File: src/rtl/core/are_pkg.sv
// ----------------------------------------------------------------------------
// are_pkg
// Shared types and constants of the axis reduction engine.
// ----------------------------------------------------------------------------
`default_nettype none
package are_pkg;
  localparam logic [2:0] MODE_SUM  = 3'd0;
  localparam logic [2:0] MODE_MEAN = 3'd1;
  localparam logic [2:0] MODE_MIN  = 3'd2;
  localparam logic [2:0] MODE_MAX  = 3'd3;
  localparam logic [2:0] MODE_PROD = 3'd4;
  localparam logic [2:0] MODE_ANY  = 3'd5;
  localparam logic [2:0] MODE_ALL  = 3'd6;

  localparam logic [1:0] REG_MODE  = 2'd0;
  localparam logic [1:0] REG_INNER = 2'd1;
  localparam logic [1:0] REG_AXIS  = 2'd2;
  localparam logic [1:0] REG_OUTER = 2'd3;

  typedef struct packed {
    logic        seed;
    logic        last;
    logic        blk;
    logic        tend;
  } are_ctrl_t;
endpackage
`default_nettype wire

File: src/rtl/core/are_front.sv
// ----------------------------------------------------------------------------
// are_front
// Accepts elements, tracks the tensor position and classifies each word.
// ----------------------------------------------------------------------------
`default_nettype none
module are_front import are_pkg::*; #(
  parameter int PW = 10,
  parameter int MAX_INNER = 1024
) (
  input  wire logic          clk,
  input  wire logic          rst,
  input  wire logic          clr,
  input  wire logic [10:0]   inner_size,
  input  wire logic [15:0]   axis_length,
  input  wire logic [15:0]   outer_count,
  input  wire logic          in_valid,
  output logic               in_stall,
  input  wire logic [31:0]   element,
  output logic               q_valid,
  input  wire logic          q_stall,
  output logic [31:0]        q_data,
  output logic [PW-1:0]      q_pos,
  output are_ctrl_t          q_ctrl
);
  localparam int QD = 2;
  logic [31:0]   qd [QD];
  logic [PW-1:0] qp [QD];
  are_ctrl_t     qc [QD];
  logic          wp, rp;
  logic [1:0]    cnt;
  logic [16:0]   ip;
  logic [15:0]   ap, op;
  logic [16:0]   n_in;
  logic [15:0]   n_ax, n_out;
  logic          acc, deq;

  always_comb begin
    n_in = {6'd0, inner_size};
    if (inner_size == 11'd0) n_in = 17'd1;
    else if ({6'd0, inner_size} > 17'(MAX_INNER)) n_in = 17'(MAX_INNER);
    n_ax = (axis_length == 16'd0) ? 16'd1 : axis_length;
    n_out = (outer_count == 16'd0) ? 16'd1 : outer_count;
  end

  assign in_stall = (cnt == 2'(QD));
  assign acc = in_valid && !in_stall;
  assign q_valid = (cnt != 2'd0);
  assign deq = q_valid && !q_stall;
  assign q_data = qd[rp];
  assign q_pos = qp[rp];
  assign q_ctrl = qc[rp];

  always_ff @(posedge clk) begin
    if (acc) begin
      qd[wp] <= element;
      qp[wp] <= ip[PW-1:0];
      qc[wp].seed <= (ap == 16'd0);
      qc[wp].last <= (ap == n_ax - 16'd1);
      qc[wp].blk <= (ip == n_in - 17'd1);
      qc[wp].tend <= (ip == n_in - 17'd1) && (op == n_out - 16'd1);
    end
    if (rst) begin
      wp <= 1'b0;
      rp <= 1'b0;
      cnt <= 2'd0;
    end else begin
      if (acc) wp <= ~wp;
      if (deq) rp <= ~rp;
      cnt <= cnt + 2'(acc) - 2'(deq);
    end
    if (rst || clr) begin
      ip <= 17'd0;
      ap <= 16'd0;
      op <= 16'd0;
    end else if (acc) begin
      if (ip >= n_in - 17'd1) begin
        ip <= 17'd0;
        if (ap >= n_ax - 16'd1) begin
          ap <= 16'd0;
          op <= (op >= n_out - 16'd1) ? 16'd0 : op + 16'd1;
        end else begin
          ap <= ap + 16'd1;
        end
      end else begin
        ip <= ip + 17'd1;
      end
    end
  end
endmodule
`default_nettype wire

File: config.mk
export PLATFORM = sky130hd
export DESIGN_NAME = are_front
export DESIGN_NICKNAME = d
export VERILOG_FILES = /design/src/rtl/core/are_pkg.sv /design/src/rtl/core/are_front.sv
export SDC_FILE = /design/constraint.sdc
export NUM_CORES = 1
export LEC_CHECK = 0
export BUFFER_PORTS_ARGS = -buffer_cell sky130_fd_sc_hd__buf_2
export CORE_MARGIN = 2
export CORE_UTILIZATION = 45
export CTS_BUF_LIST = sky130_fd_sc_hd__clkbuf_8 sky130_fd_sc_hd__clkbuf_16
export CTS_CLUSTER_SIZE = 28
export DETAILED_ROUTE_END_ITERATION = 8
export GPL_TIMING_DRIVEN = 0
export PLACE_DENSITY = 0.66
export SYNTH_ARGS = -nofsm -noshare
export SYNTH_HDL_FRONTEND = slang
export SYNTH_SLANG_ARGS = --single-unit
export TNS_END_PERCENT = 50
File: constraint.sdc
create_clock -name clk -period 5 [get_ports clk]
set_clock_uncertainty 0.15 [all_clocks]
set_input_delay 0.5 -clock clk [delete_from_list [all_inputs] [get_ports clk]]
set_output_delay 0.5 -clock clk [all_outputs]
set_load 0.02 [all_outputs]
==> results by group <==
Synth
  – #FFs+latches synth: between 100 and 150
  – Post-Syn Area: a little over 8000 um^2
  – Adder-cell share of the synthesized area: around 9.0%
  – Primary FF master, synth: edfxtp_1
  – Distinct cells, synth: 62
  – Combinational family with the most area after synthesis: simple AND/OR/NAND/NOR gates
  – Top post-synthesis cells by area: edfxtp_1 (34%), dfxtp_1 (13%), ha_1 (9.0%)
  – Post-synthesis compound-gate area fraction: between 10% and 20%
  – Post-synth EDFFs: 92
  – Multiplexer share of the synthesized area: 6.40%
  – Mean Syn Cell Area: ~11 um^2
  – Most numerous cell in the Yosys netlist: edfxtp_1
  – Asr flop ratio synth: 0%
  – Dominant cell type by area after synthesis: edfxtp_1
  – Synth Area in XOR/XNOR: 5.19%
  – Syn Inst Count: between 700 and 800
  – Top cell type's share of synthesized area: roughly 34%
  – Synth Area in Simple Gates: between 10% and 20%
  – Yosys Warn Count: 0
  – Most common library cells after synthesis: edfxtp_1 (92), ha_1 (58), nor2_1 (55)
  – Seq/Total Area, Yosys: a little under half

STA
  – Max Transition Viols Final: 0
  – Setup violators final: 0
  – Slew headroom: 42.8%
  – Worst-Margin Slew: ~0.85 ns
  – Tmin final: 4.73 ns
  – F_max: 211 MHz
  – Minimum hold slack: between 0.1 and 0.15 ns
  – RSZ-0062 raised after global routing: no
  – Final Hold Fails: 0
  – Final period utilization: 94.6%
  – Final WS setup: 0.271 ns

CTS
  – H-tree level count: 4
  – Clock Tree Buf Depth: 2
  – CTS clk-pin slew, worst paths: 0.06 ns
  – Total CTS buffers: 17
  – Sink Count: 146
  – Worst skew pair latency: around 0.42 ns
  – CTS tree: built
  – Clk Tree Root Cell: clkbuf_16
  – Postcts setup bufs: 0

Critical path
  – Worst Path Required: 5.21 ns
  – Worst Path Max Fanout: 5
  – Crit path DAT: 4.94 ns
  – Cell family with most CP delay: simple AND/OR/NAND/NOR gates
  – Reg-to-Reg Start: op[3]$_SDFFE_PP0P_
  – Setup slack, reg-to-reg: 1.97 ns
  – Crit path depth: 16
  – Crit path buffers/inverters: 1
  – Crit-path cells: buf_2, or4_1, nor4_2, nor4b_4, a31oi_1, ha_1, nand3_1, nor3_1, xnor2_1, ha_1, nand4_1, nor4_2, a221oi_2, nand2_1, nor3_1, a32o_1
  – CP Capture Point: op[2]$_SDFFE_PP0P_
  – CP max-delay cell: nor3_1
  – Reg-to-reg critical path endpoint: op[2]$_SDFFE_PP0P_
  – CP Capture Type: flip-flop
  – Max incr delay on CP: ~0.69 ns
  – Setup CP Type: input pin to flip-flop
  – Worst Setup Start Kind: input pin
  – Critical Path Source: outer_count[6]
  – R2r worst-path depth: 7

Final layout
  – # fillers: 1580
  – Area growth, synth to finish: 20.3%
  – Share of cells above drive strength 1: 27.2%
  – Multi-input gate area: roughly 4000 um^2
  – Register area: a little under 4000 um^2
  – Final nets: just over 1000
  – Post-route cell area: between 9000 and 10000 um^2
  – Ant diodes: 0
  – Fin cells: ~1100

Floorplanning
  – Total I/O pin count: 128
  – Die H: 138 um
  – Initial core utilization: between 40% and 50%
  – Die Span X: 138 um
  – CORE AREA: about 18000 um^2
  – Die ar.: around 19000 um^2
  – Num rows: 49

Worst hold path
  – Min-delay src: element[3]
  – Worst hold-check path type: input pin to flip-flop

Flow run
  – Maxcap violations: 0

Detailed routing
  – TritonRoute pass-1 iters: 5
  – DRT antenna net count: 0
  – Vias per cell: between 5 and 6
  – Total number of vias: just over 6000
  – Drt wl/cell: 15.4 um
  – Met3 WL post-DR: 667 um
  – Wire length on met1: 7.76 mm
  – WL met2: 8.69 mm
  – Top Metal Used: met4
  – # DRC: 0
  – Initial DRC count: 406
  – Final WL: between 15 and 20 mm

Placed design
  – DP Area: 9070 um^2
  – Pre-CTS setup slack: -0.170 ns
  – RD Place Congestion: 0.870
  – Post-placement cell count: 1102
  – PortBufs: 127
  – Dpl hpwl: 13.0 mm

Power
  – Pwr dens: 371 nW/um^2
  – Peak supply drop: 237 uV
  – Cell leakage power: 3.69 nW

GRT
  – GRT Residual Overflow: 0
  – First-pass GRT wire length: ~29 mm
  – Largest net degree at the start of global routing: 40
  – Initial antenna violation count: 0
  – Tot GR Track Use: 18.6%
  – Vias in the first global route: ~6100

Status
  – Status: finished clean
[power by group]
group          total (W)  switching, W  internal, W
clock network    0.00140      0.000509     0.000891
logic           0.000768      0.000460     0.000308
registers        0.00145     0.0000299      0.00142
total            0.00362      0.000999      0.00262
[placed cells by master (no fill, tap or decap), types with 9 or more instances in the layout]
cell	count
buf_2	133
edfxtp_1	92
ha_1	58
nand2_1	54
nor2_1	54
dfxtp_1	54
mux2_2	46
a21oi_1	31
xnor2_1	30
nand3_1	29
nand4_1	26
inv_1	22
nor3_1	21
xor2_1	18
clkbuf_16	17
o21ai_0	15
nor4_1	13
clkbuf_1	13
or3_1	11
o21a_1	11
and2_1	9
and3_1	9
[kinds of logic (layout without fill, tap and decap cells)]
group,Yosys count,after routing
other cells,1,3
fa+ha+maj,58,58
mux,46,46
simple gates,282,282
compound gates,116,116
flops,146,146
xor+xnor,48,48
buf+inv,45,206
[timing repair]
| action | 4_1_cts | 5_1_grt |
|---|---|---|
| setup endpoints to repair | 0 | 18 |
| gates resized for setup | 0 | 3 |
| hold buffers | 0 | 0 |
| endpoints found under the hold margin | 0 | 0 |
[flip-flops by register name, summed over array words and instances, names as in the netlist, named ones only]
| name | cells |
|---|---|
| wp | 1 |
| qp | 20 |
| qc | 8 |
| ip | 17 |
| op | 16 |
| qd | 64 |
| ap | 16 |
| rp | 1 |
| cnt | 2 |
[worst register-to-register path: cells and delay by family (launching register included)]
kind | cells | cell delay [ns]
flops | 1 | 0.45
compound gates | 3 | 1.01
simple gates | 3 | 1.08
fa+ha+maj | 1 | 0.28
[metrics by stage]
step | util (%) | setup TNS (ns) | total power, W
2_1_floorplan | - | 0 | 0.00199
3_3_place_gp | 50.7 | -3.29 | 0.00223
3_5_place_dp | 51.0 | -3.37 | 0.00225
4_1_cts | 54.7 | 0 | 0.00366
5_1_grt | 54.8 | 0 | 0.00377
6_report | 54.8 | 0 | 0.00362
[final cells by class]
| type | count | share of cell area (%) |
|---|---|---|
| Buffer | 22 | 1.04 |
| Tap cell | 229 | 2.94 |
| Timing Repair Buffer | 129 | 6.94 |
| Sequential cell | 146 | 39.5 |
| Multi-Input combinational cell | 553 | 42.0 |
| Clock buffer | 17 | 4.37 |
| Clock inverter | 15 | 2.34 |
| Inverter | 23 | 0.887 |
[how the worst min path moves through the flow]
stage,cells after the start,slack (ns),to
6_report,1,0.11,qd[1][3]$_DFFE_PP_
3_5_place_dp,2,0.35,flip-flop
5_1_grt,1,0.1,qd[1][3]$_DFFE_PP_
4_1_cts,1,0.1,qd[1][3]$_DFFE_PP_
3_3_place_gp,2,0.34,ap[0]$_SDFFE_PP0P_
2_1_floorplan,2,0.31,ap[0]$_SDFFE_PP0P_
[layer usage]
| layer | vias up | global-route usage, % |
|---|---|---|
| li1 | 3106 | - |
| met4 | 0 | 6.55 |
| met3 | 24 | 3.43 |
| met1 | 2958 | 22.8 |
| met5 | - | 0 |
| met2 | 138 | 33.1 |
Note: power is estimated with default switching activity, not from simulation.
